**src/hw/rtl/sct_pkg.sv**
```systemverilog
`default_nettype none

package sct_pkg;

  typedef enum logic [1:0] {
    MODE_NORMAL = 2'd0,
    MODE_SINGLE = 2'd1,
    MODE_DOUBLE = 2'd2
  } lex_mode_e;

  localparam logic [3:0] KIND_WORD   = 4'd0;
  localparam logic [3:0] KIND_PIPE   = 4'd1;
  localparam logic [3:0] KIND_BG     = 4'd2;
  localparam logic [3:0] KIND_IN     = 4'd3;
  localparam logic [3:0] KIND_OUT    = 4'd4;
  localparam logic [3:0] KIND_STDERR = 4'd5;
  localparam logic [3:0] KIND_APPEND = 4'd6;
  localparam logic [3:0] KIND_AND    = 4'd7;
  localparam logic [3:0] KIND_OR     = 4'd8;

  localparam logic [1:0] QUOTE_NONE   = 2'd0;
  localparam logic [1:0] QUOTE_SINGLE = 2'd1;
  localparam logic [1:0] QUOTE_DOUBLE = 2'd2;

  localparam logic [1:0] STATUS_OK       = 2'd0;
  localparam logic [1:0] STATUS_UNTERM   = 2'd1;
  localparam logic [1:0] STATUS_ESCAPE   = 2'd2;

  localparam logic [7:0] CHAR_NUL   = 8'h00;
  localparam logic [7:0] CHAR_SPACE = 8'h20;
  localparam logic [7:0] CHAR_DQ    = 8'h22;
  localparam logic [7:0] CHAR_SQ    = 8'h27;
  localparam logic [7:0] CHAR_AMP   = 8'h26;
  localparam logic [7:0] CHAR_TWO   = 8'h32;
  localparam logic [7:0] CHAR_LT    = 8'h3C;
  localparam logic [7:0] CHAR_GT    = 8'h3E;
  localparam logic [7:0] CHAR_BSL   = 8'h5C;
  localparam logic [7:0] CHAR_PIPE  = 8'h7C;

  typedef struct packed {
    logic [7:0] ch;
    logic [7:0] next_ch;
  } in_req_t;

  typedef struct packed {
    logic       part_end_before;
    logic       tok_end_before;
    logic       tok_begin;
    logic [3:0] tok_kind;
    logic       part_begin;
    logic [1:0] part_quote;
    logic       empty_part;
    logic       byte_valid;
    logic [7:0] byte_value;
    logic       command_end;
    logic [1:0] status;
  } out_req_t;

  typedef struct packed {
    lex_mode_e  mode;
    logic       token_open;
    logic       part_open;
    logic [1:0] skip_count;
    logic       skip_appends;
    logic       discarding;
  } lex_state_t;

  localparam lex_state_t LEX_STATE_RESET = '0;

endpackage

`default_nettype wire

```
**src/hw/rtl/sct_step.sv**
```systemverilog
`default_nettype none

module sct_step (
  input  wire sct_pkg::lex_state_t state_i,
  input  wire sct_pkg::in_req_t    req_i,
  output sct_pkg::lex_state_t      state_o,
  output sct_pkg::out_req_t        res_o
);

  logic       last;
  logic       is_dbl;
  logic [7:0] close_q_char;
  logic [3:0] op_kind;
  logic       op_two;
  logic [1:0] err;

  assign last         = (req_i.next_ch == sct_pkg::CHAR_NUL);
  assign is_dbl       = (req_i.ch == sct_pkg::CHAR_DQ);
  assign close_q_char = (state_i.mode == sct_pkg::MODE_DOUBLE) ? sct_pkg::CHAR_DQ
                                                                : sct_pkg::CHAR_SQ;

  always_comb begin
    op_two  = 1'b1;
    op_kind = sct_pkg::KIND_WORD;
    priority if (req_i.ch == sct_pkg::CHAR_TWO && req_i.next_ch == sct_pkg::CHAR_GT) begin
      op_kind = sct_pkg::KIND_STDERR;
    end else if (req_i.ch == sct_pkg::CHAR_GT && req_i.next_ch == sct_pkg::CHAR_GT) begin
      op_kind = sct_pkg::KIND_APPEND;
    end else if (req_i.ch == sct_pkg::CHAR_AMP && req_i.next_ch == sct_pkg::CHAR_AMP) begin
      op_kind = sct_pkg::KIND_AND;
    end else if (req_i.ch == sct_pkg::CHAR_PIPE && req_i.next_ch == sct_pkg::CHAR_PIPE) begin
      op_kind = sct_pkg::KIND_OR;
    end else begin
      op_two = 1'b0;
      priority if (req_i.ch == sct_pkg::CHAR_PIPE) begin
        op_kind = sct_pkg::KIND_PIPE;
      end else if (req_i.ch == sct_pkg::CHAR_AMP) begin
        op_kind = sct_pkg::KIND_BG;
      end else if (req_i.ch == sct_pkg::CHAR_LT) begin
        op_kind = sct_pkg::KIND_IN;
      end else if (req_i.ch == sct_pkg::CHAR_GT) begin
        op_kind = sct_pkg::KIND_OUT;
      end else begin
        op_kind = sct_pkg::KIND_WORD;
      end
    end
  end

  always_comb begin
    res_o   = '0;
    state_o = state_i;
    err     = sct_pkg::STATUS_OK;
    if (state_i.discarding) begin
      if (last) begin
        state_o = sct_pkg::LEX_STATE_RESET;
      end
    end else begin
      priority if (state_i.skip_count != 2'd0) begin
        state_o.skip_count = state_i.skip_count - 2'd1;
        if (state_i.skip_appends) begin
          res_o.byte_valid = 1'b1;
          res_o.byte_value = req_i.ch;
        end
        if (state_i.skip_count == 2'd1) begin
          state_o.skip_appends = 1'b0;
        end
        if (last && state_i.mode != sct_pkg::MODE_NORMAL) begin
          err = (state_i.skip_count == 2'd2) ? sct_pkg::STATUS_ESCAPE
                                             : sct_pkg::STATUS_UNTERM;
        end
      end else if (state_i.mode != sct_pkg::MODE_NORMAL) begin
        if (req_i.ch == close_q_char) begin
          res_o.part_end_before = 1'b1;
          state_o.part_open     = 1'b0;
          state_o.mode          = sct_pkg::MODE_NORMAL;
        end else begin
          res_o.byte_valid = 1'b1;
          res_o.byte_value = req_i.ch;
          if (last) begin
            err = sct_pkg::STATUS_UNTERM;
          end
        end
      end else if (req_i.ch == sct_pkg::CHAR_DQ || req_i.ch == sct_pkg::CHAR_SQ) begin
        if (last) begin
          err = sct_pkg::STATUS_UNTERM;
        end else begin
          res_o.part_end_before = state_i.part_open;
          state_o.part_open     = 1'b0;
          if (!state_i.token_open) begin
            res_o.tok_begin    = 1'b1;
            state_o.token_open = 1'b1;
          end
          res_o.part_begin = 1'b1;
          res_o.part_quote = is_dbl ? sct_pkg::QUOTE_DOUBLE : sct_pkg::QUOTE_SINGLE;
          if (req_i.next_ch == req_i.ch) begin
            res_o.empty_part     = 1'b1;
            state_o.skip_count   = 2'd1;
            state_o.skip_appends = 1'b0;
          end else begin
            state_o.part_open    = 1'b1;
            state_o.mode         = is_dbl ? sct_pkg::MODE_DOUBLE : sct_pkg::MODE_SINGLE;
            state_o.skip_count   = (is_dbl && req_i.next_ch == sct_pkg::CHAR_BSL) ? 2'd2
                                                                                 : 2'd1;
            state_o.skip_appends = 1'b1;
          end
        end
      end else if (req_i.ch == sct_pkg::CHAR_SPACE) begin
        res_o.part_end_before = state_i.part_open;
        res_o.tok_end_before  = state_i.token_open;
        state_o.part_open     = 1'b0;
        state_o.token_open    = 1'b0;
      end else if (op_kind != sct_pkg::KIND_WORD) begin
        res_o.part_end_before = state_i.part_open;
        res_o.tok_end_before  = state_i.token_open;
        state_o.part_open     = 1'b0;
        state_o.token_open    = 1'b0;
        res_o.tok_begin       = 1'b1;
        res_o.tok_kind        = op_kind;
        if (op_two) begin
          state_o.skip_count   = 2'd1;
          state_o.skip_appends = 1'b0;
        end
      end else begin
        if (!state_i.token_open) begin
          res_o.tok_begin    = 1'b1;
          state_o.token_open = 1'b1;
        end
        if (!state_i.part_open) begin
          res_o.part_begin  = 1'b1;
          state_o.part_open = 1'b1;
        end
        res_o.byte_valid = 1'b1;
        res_o.byte_value = req_i.ch;
        if (req_i.ch == sct_pkg::CHAR_BSL) begin
          if (last) begin
            err = sct_pkg::STATUS_ESCAPE;
          end else begin
            state_o.skip_count   = 2'd1;
            state_o.skip_appends = 1'b1;
          end
        end
      end

      if (err != sct_pkg::STATUS_OK) begin
        res_o              = '0;
        res_o.status       = err;
        state_o            = sct_pkg::LEX_STATE_RESET;
        state_o.discarding = !last;
      end else if (last) begin
        res_o.command_end = 1'b1;
        state_o           = sct_pkg::LEX_STATE_RESET;
      end
    end
  end

endmodule

`default_nettype wire

```
**src/hw/rtl/shell_command_tokenizer_unit.sv**
```systemverilog
// Channel | Direction | Handshake              | Payload
// in      | input     | in_valid_i / in_stall_o  | in_req_i  (sct_pkg::in_req_t)
// out     | output    | out_valid_o / out_stall_i | out_req_o (sct_pkg::out_req_t)
//
// One request per cycle sustained while the output does not stall; a request passes the input
// register, then one decode stage, then the result register, before its result is valid.
// Reset clears the lexer state and both valid flags; no clearing pass is needed.
// A stalled result holds; the input register still takes a request while the result waits, if it is empty.
// in_stall_o rises only when both registers are full and the output is stalled.
`default_nettype none

module shell_command_tokenizer_unit (
  input  wire logic               clk_i,
  input  wire logic               rst_ni,
  input  wire logic               in_valid_i,
  output      logic               in_stall_o,
  input  wire sct_pkg::in_req_t   in_req_i,
  output      logic               out_valid_o,
  input  wire logic               out_stall_i,
  output sct_pkg::out_req_t       out_req_o
);

  logic                s1_valid_q;
  logic                s1_valid_d;
  sct_pkg::in_req_t    s1_req_q;
  sct_pkg::lex_state_t state_q;
  sct_pkg::lex_state_t state_d;
  sct_pkg::out_req_t   step_res;
  logic                out_valid_q;
  logic                out_valid_d;
  sct_pkg::out_req_t   out_req_q;
  logic                out_ready;
  logic                s1_advance;
  logic                in_accept;

  assign out_ready  = !out_valid_q || !out_stall_i;
  assign s1_advance = s1_valid_q && out_ready;
  assign in_stall_o = s1_valid_q && !out_ready;
  assign in_accept  = in_valid_i && !in_stall_o;

  assign s1_valid_d  = in_accept ? 1'b1 : (s1_advance ? 1'b0 : s1_valid_q);
  assign out_valid_d = s1_advance ? 1'b1 : (out_valid_q && out_stall_i);

  sct_step u_step (
    .state_i (state_q),
    .req_i   (s1_req_q),
    .state_o (state_d),
    .res_o   (step_res)
  );

  always_ff @(posedge clk_i or negedge rst_ni) begin
    if (!rst_ni) begin
      s1_valid_q  <= 1'b0;
      out_valid_q <= 1'b0;
      state_q     <= sct_pkg::LEX_STATE_RESET;
    end else begin
      s1_valid_q  <= s1_valid_d;
      out_valid_q <= out_valid_d;
      if (s1_advance) begin
        state_q <= state_d;
      end
    end
  end

  always_ff @(posedge clk_i) begin
    if (in_accept) begin
      s1_req_q <= in_req_i;
    end
    if (s1_advance) begin
      out_req_q <= step_res;
    end
  end

  assign out_valid_o = out_valid_q;
  assign out_req_o   = out_req_q;

  a_err_clean: assert property (@(posedge clk_i) disable iff (!rst_ni)
    out_valid_o && out_req_o.status != sct_pkg::STATUS_OK
      |-> !out_req_o.command_end && !out_req_o.byte_valid && !out_req_o.tok_begin)
    else $error("error result carries extra fields");

  a_discard_idle: assert property (@(posedge clk_i) disable iff (!rst_ni)
    state_q.discarding |-> state_q.skip_count == 2'd0 && state_q.mode == sct_pkg::MODE_NORMAL
                           && !state_q.token_open && !state_q.part_open)
    else $error("discarding with live lexer state");

  a_last_resets: assert property (@(posedge clk_i) disable iff (!rst_ni)
    s1_advance && s1_req_q.next_ch == sct_pkg::CHAR_NUL |=> state_q == sct_pkg::LEX_STATE_RESET)
    else $error("state not cleared after last byte");

  a_stall_full: assert property (@(posedge clk_i) disable iff (!rst_ni)
    in_stall_o |-> s1_valid_q && out_valid_q)
    else $error("input stalled with free register");

  a_byte_zero: assert property (@(posedge clk_i) disable iff (!rst_ni)
    out_valid_o && !out_req_o.byte_valid |-> out_req_o.byte_value == 8'h00)
    else $error("byte value without byte valid");

endmodule

`default_nettype wire
```
**config.mk**
```make
export PLATFORM = sky130hd
export DESIGN_NAME = shell_command_tokenizer_unit
export DESIGN_NICKNAME = d
export VERILOG_FILES = /design/src/hw/rtl/sct_pkg.sv /design/src/hw/rtl/sct_step.sv /design/src/hw/rtl/shell_command_tokenizer_unit.sv
export SDC_FILE = /design/constraint.sdc
export NUM_CORES = 1
export LEC_CHECK = 0
export ABC_AREA = 1
export BUFFER_PORTS_ARGS = -buffer_cell sky130_fd_sc_hd__buf_4
export CAP_MARGIN = 20
export CORE_MARGIN = 5
export CORE_UTILIZATION = 55
export CTS_CLUSTER_SIZE = 14
export DETAILED_ROUTE_END_ITERATION = 10
export GPL_TIMING_DRIVEN = 0
export PLACE_DENSITY_LB_ADDON = 0.15
export SETUP_SLACK_MARGIN = 0.2
export SLEW_MARGIN = 20
export SYNTH_ARGS = -nofsm -noshare
export SYNTH_HDL_FRONTEND = slang
export SYNTH_SLANG_ARGS = --single-unit
```
**constraint.sdc**
```tcl
create_clock -name clk_i -period 3 [get_ports clk_i]
set_input_delay 0.45 -clock clk_i [delete_from_list [all_inputs] [get_ports clk_i]]
set_output_delay 0.45 -clock clk_i [all_outputs]
set_load 0.02 [all_outputs]
```
== Yosys cells after proc, flatten, opt, wreduce, memory -nomap -nowiden ==
Index checks and enable logic that the tools add are counted.
Word-level totals
  register bits: 49
  input port bits: 20
  output and inout port bits: 25
  logic and storage cells: 167
Operators by class
  add/subtract/negate cells: 1
  equality and inequality tests: 27
  muxes and demuxes: 78
  bitwise logic cells: 3
  reductions and logical operators: 37
Operators by type and width (count)
  $eq 8x6->1 const B: 9
  $mux 9: 7
  $mux 2: 20
  $mux 4: 10
  $eq 8x7->1 const B: 4
  $mux 8: 4
  $mux 1: 26
  $mux 3: 8
  $eq 8x8->1: 2
  $reduce_and 6->1: 2
  $logic_and 1x1->1: 10
  $mux 5: 2
  $logic_not 8->1: 1
  $ne 4x2->1 const B: 2
  $ne 4x3->1 const B: 2
  $reduce_and 4->1: 2
  $reduce_bool 2->1: 4
  $reduce_bool 4->1: 2
  $reduce_and 7->1: 1
  $reduce_or 7->1: 1
  $mux 6: 1
  $ne 3x2->1 const B: 2
  $ne 6x2->1 const B: 1
  $reduce_bool 6->1: 1
  13 further kinds: 22

== Logic depth before layout (Yosys ltp) ==
  depth in word-level cells: 19
  depth in mapped cells: 17
  mapped depth without buffers: 16

== By module ==
A second synthesis with hierarchy kept.
Unflattened totals
  cells, all modules: 339
  area, all modules: 2786.4 um^2
By module, submodules not included
  shell_command_tokenizer_unit: instances 1, cells each 84, area an instance 1589.0 um^2, sequential area each 1421.4 um^2
  sct_step: instances 1, cells each 255, area an instance 1197.4 um^2, sequential area each 0.0 um^2

== Worst setup path after synthesis ==
Ideal clock, no wire load.
  path type: register to register
  from: register s1_req_q[7] (netlist name)
  to: register out_req_q, in the netlist out_req_o[4], data pin
  setup time: 0.253 ns
  arrival: 1.594 ns
  data required time: 2.747 ns
  path slack: 1.153 ns
  stages on the path, launching flop included: 15
  buffers on the path: 0
  period minus slack after synthesis: 1.847 ns
  path through: edfxtp_1 nor2_1 nand2_1 nor2_1 nand2_2 nand2_2 nor2_2 nand2_2 nor2_4 inv_4 nor2_4 o21ai_2 nand2_2 nand2_4 nor2_2
On the way
  word-level cells in the longest chain between the ends: 15
RTL lines
  start, declared: line shell_command_tokenizer_unit.sv:25  | sct_pkg::in_req_t s1_req_q;
  start signal, assigned: line shell_command_tokenizer_unit.sv:67  | s1_req_q <= in_req_i;
  $eq 8x7->1: line sct_step.sv:31  | end else if (req_i.ch == sct_pkg::CHAR_PIPE && req_i.next_ch == sct_pkg::CHAR_PIPE) begin
  $logic_and 1x1->1: line sct_step.sv:31
  $mux 4: line sct_step.sv:31
  $mux 4: line sct_step.sv:29  | end else if (req_i.ch == sct_pkg::CHAR_AMP && req_i.next_ch == sct_pkg::CHAR_AMP) begin
  $mux 4: line sct_step.sv:27  | end else if (req_i.ch == sct_pkg::CHAR_GT && req_i.next_ch == sct_pkg::CHAR_GT) begin
  $mux 4: line sct_step.sv:25  | priority if (req_i.ch == sct_pkg::CHAR_TWO && req_i.next_ch == sct_pkg::CHAR_GT) begin
  $reduce_bool 4->1: line sct_step.sv:112  | end else if (op_kind != sct_pkg::KIND_WORD) begin
  $mux 2: line sct_step.sv:112
  $mux 2: line sct_step.sv:107  | end else if (req_i.ch == sct_pkg::CHAR_SPACE) begin
  $mux 2: line sct_step.sv:83  | end else if (req_i.ch == sct_pkg::CHAR_DQ || req_i.ch == sct_pkg::CHAR_SQ) begin
  $mux 2: line sct_step.sv:71  | end else if (state_i.mode != sct_pkg::MODE_NORMAL) begin
  $mux 2: line sct_step.sv:58  | priority if (state_i.skip_count != 2'd0) begin
  $mux 2: line sct_step.sv:53  | if (state_i.discarding) begin
  $reduce_bool 2->1: line sct_step.sv:144  | if (err != sct_pkg::STATUS_OK) begin
  $reduce_or 2->1 (no source line)
  end signal, assigned: line shell_command_tokenizer_unit.sv:70  | out_req_q <= step_res;
  end, declared: line shell_command_tokenizer_unit.sv:31  | sct_pkg::out_req_t out_req_q;
Several ways; a longest one is shown, not always the timed one. The select of a mux whose other input is x is not followed.
A chain may end at the register's enable or synchronous reset.

== Worst setup path after layout ==
Same ends and word-level chain as after synthesis.

==> run metrics <==
outcome completed; Post-Syn Area about 2800 um^2; CP max-delay cell edfxtp_1; vias in the first global route roughly 2100; peak fanout along the critical path 6; post-CTS resize count 0; final wirelength around 6000 um; Finished Core Util 0.661; initial DRC count just under 100; ANT cells 0; Die W 81.6 um; P&R area growth vs syn 18.2%; fin crit period ~2100 ps; CP peak stage delay about 420 ps; library cells used by synthesis 33; #FFs+latches synth between 40 and 50; design area 3330 um^2; level count of the clock H-tree 2; initial antenna violation count 0; Worst EP required just over 3000 ps; wire per inst 12.8 um; Synth top area share 0.415; Pwr Total about 1.4 mW; fmax ~0.47 GHz; Clock Skews approximately 6.3 ps; die area between 6000 and 7000 um^2; Post-DRT Antenna Nets 0; Skew-Pair Late Insertion Delay ~300 ps; Commonest cells post-synth nand2_1 (79), nor2_1 (52), inv_1 (43); Fin. Hold Viols 0; Synth Net Count approximately 360; critical path arrival 2210 ps; Tot GR Track Use 0.193; routed via count around 2300; Setup TNS 0 ps; post-cts hold buffer count 1; DR pass1 iterations 4; Slew HR 0.406; Buf+Inv Stages, Crit Path 1; worst-margin pin slew a little under 900 ps; share of cells above drive strength 1 0.278; RSZ-0062 raised after global routing no; Seq/Total Area, Yosys 0.504; Lkg Pwr ~1.5 nW; WS Path Type flop to flop; Cell Chain, Critical Path nor2_1, nand2_1, nor2_1, nand2_2, nand2_2, nor2_2, nand2_2, nor2_4, inv_4, nor2_4, o21ai_2, nand2_2, nand2_4, nor2_2; initial core utilization 0.559; number of setup buffers added after CTS 0; multi-input logic area ~1200 um^2; largest delay contributor family on the critical path simple AND/OR/NAND/NOR gates; Hold Crit Class primary input to flop; CTS root buf clkbuf_8; largest net degree at the start of global routing 25; Final #Nets just over 400; Post-route DRC 0; Syn Area/Cell 8.39 um^2; leading area contributor after synthesis edfxtp_1; clock sink total 49; Cell Pwr Density around 430 nW/um^2; CTS tree done; top post-synthesis cells by area edfxtp_1 (42%), nand2_1 (11%), dfrtp_1 (8.9%); Worst IR Drop VDD approximately 360 uV; startpoint types flop; hpwl dp approximately 4800 um; dpl cell area roughly 3200 um^2; I/O Buffers between 40 and 50; Layout fillers between 400 and 500; vias per cell 4.94; most common cell in the netlist nand2_1; EDFF count, synth 39; CP endpoint kind flop; global-route wire length before repair between 9000 and 10000 um; Die Span Y between 80 and 90 um; Ys Warns 0; Mapped Cells between 300 and 400; total CTS buffers 5; Top Ports 45; Core Region 5040 um^2; Reg area 1420 um^2; ys async rst share 0.204; Final Setup Violations 0; num rows 26; max_cap viols 0; CP most frequent cell nand2_2; total gr overflow 0; clk buf depth 2; clock slew at reported path FFs roughly 90 ps; dominant synthesized flop cell edfxtp_1; Final Wtd Congestion roughly 0.92; fin. max-slew vios 0; Final period util 0.715
==> metrics by stage <==
| step | setup slack, ps | std cells | hold slack (ps) |
|---|---|---|---|
| final | 856 | 459 | 328 |
| after global routing | 625 | 459 | 309 |
| after CTS | 835 | 459 | 320 |
| after detailed placement | 849 | 450 | 295 |
| after global placement | 848 | 450 | 293 |
| after floorplan | 1150 | 336 | 154 |
==> cell families after synthesis <==
| family | count (synthesis) | share of synthesized area |
|---|---|---|
| AND/OR/NAND/NOR | 198 | 0.341 |
| flip-flops | 49 | 0.504 |
| AO/OA/AOI/OAI | 23 | 0.0519 |
| buffers and inverters | 59 | 0.0816 |
| XOR/XNOR | 7 | 0.0217 |
==> state kept, by name (all words and copies together) (netlist names) <==
signal / flops
out_req_o: 23
out_valid_o: 1
s1_req_q: 16
s1_valid_q: 1
state_q: 8
==> final timing paths <==
check                      depth (start not counted)                   start  slack (ps)                    endpoint
setup / recovery                                  14   s1_req_q[7]$_DFFE_PP_         860  out_req_o[4]$_SDFFCE_PP0P_
hold / removal                                     1             in_req_i[2]         330       s1_req_q[2]$_DFFE_PP_
setup reg to reg                                  14   s1_req_q[7]$_DFFE_PP_         860  out_req_o[4]$_SDFFCE_PP0P_
hold reg to reg                                    2  s1_valid_q$_DFFE_PN0P_         490       out_valid_o$_DFF_PN0_
max in group asynchronous                          2                  rst_ni        2330      state_q[2]$_DFFE_PN0P_
min in group asynchronous                          2                  rst_ni         510      state_q[5]$_DFFE_PN0P_
==> placed cells by master, fill, tap and decap left out, drive strengths merged <==
master,netlist,routed
inv,55,55
nor4,2,2
nor3,7,7
a211oi,1,1
nor3b,1,1
nand2,90,90
xor2,4,4
nand4,8,8
clkinv,0,3
nand3,16,16
edfxtp,39,39
a21oi,13,13
dfrtp,10,10
clkbuf,1,6
xnor2,3,3
nor2,74,74
buf,3,47
a31oi,1,1
o21ai,6,6
o211ai,1,1
dlygate4sd3,0,1
o21bai,1,1
==> worst register-to-register path, cell delays in order (launching register included) <==
cell and delay, ps:
edfxtp_1 420, nor2_1 230, nand2_1 150, nor2_1 240
nand2_2 110, nand2_2 80, nor2_2 50, nand2_2 70
nor2_4 60, inv_4 80, nor2_4 40, o21ai_2 120
nand2_2 90, nand2_4 130, nor2_2 40
==> report_power, final <==
group / internal (mW) / switching (mW)
logic: 0.0871 / 0.149
registers: 0.796 / 0.0274
clock network: 0.161 / 0.209
==> layer usage <==
layer / GRT usage / routed length, um / part of all wire
met5: 0 / 0 / 0
met4: 0.0615 / 112 / 0.019
met3: 0.0373 / 407 / 0.069
met2: 0.312 / 2690 / 0.46
met1: 0.263 / 2690 / 0.46
==> cell type report <==
cell class              count  area share
inverters                  55      0.0627
flip-flops and latches     49       0.426
repair buffers             45       0.102
plain buffers               4     0.00638
well taps                  70      0.0263
clock buffers               5      0.0206
multi-input cells         228       0.350
clock inverters             3     0.00525
No activity file was read; power rests on OpenSTA's default activity.
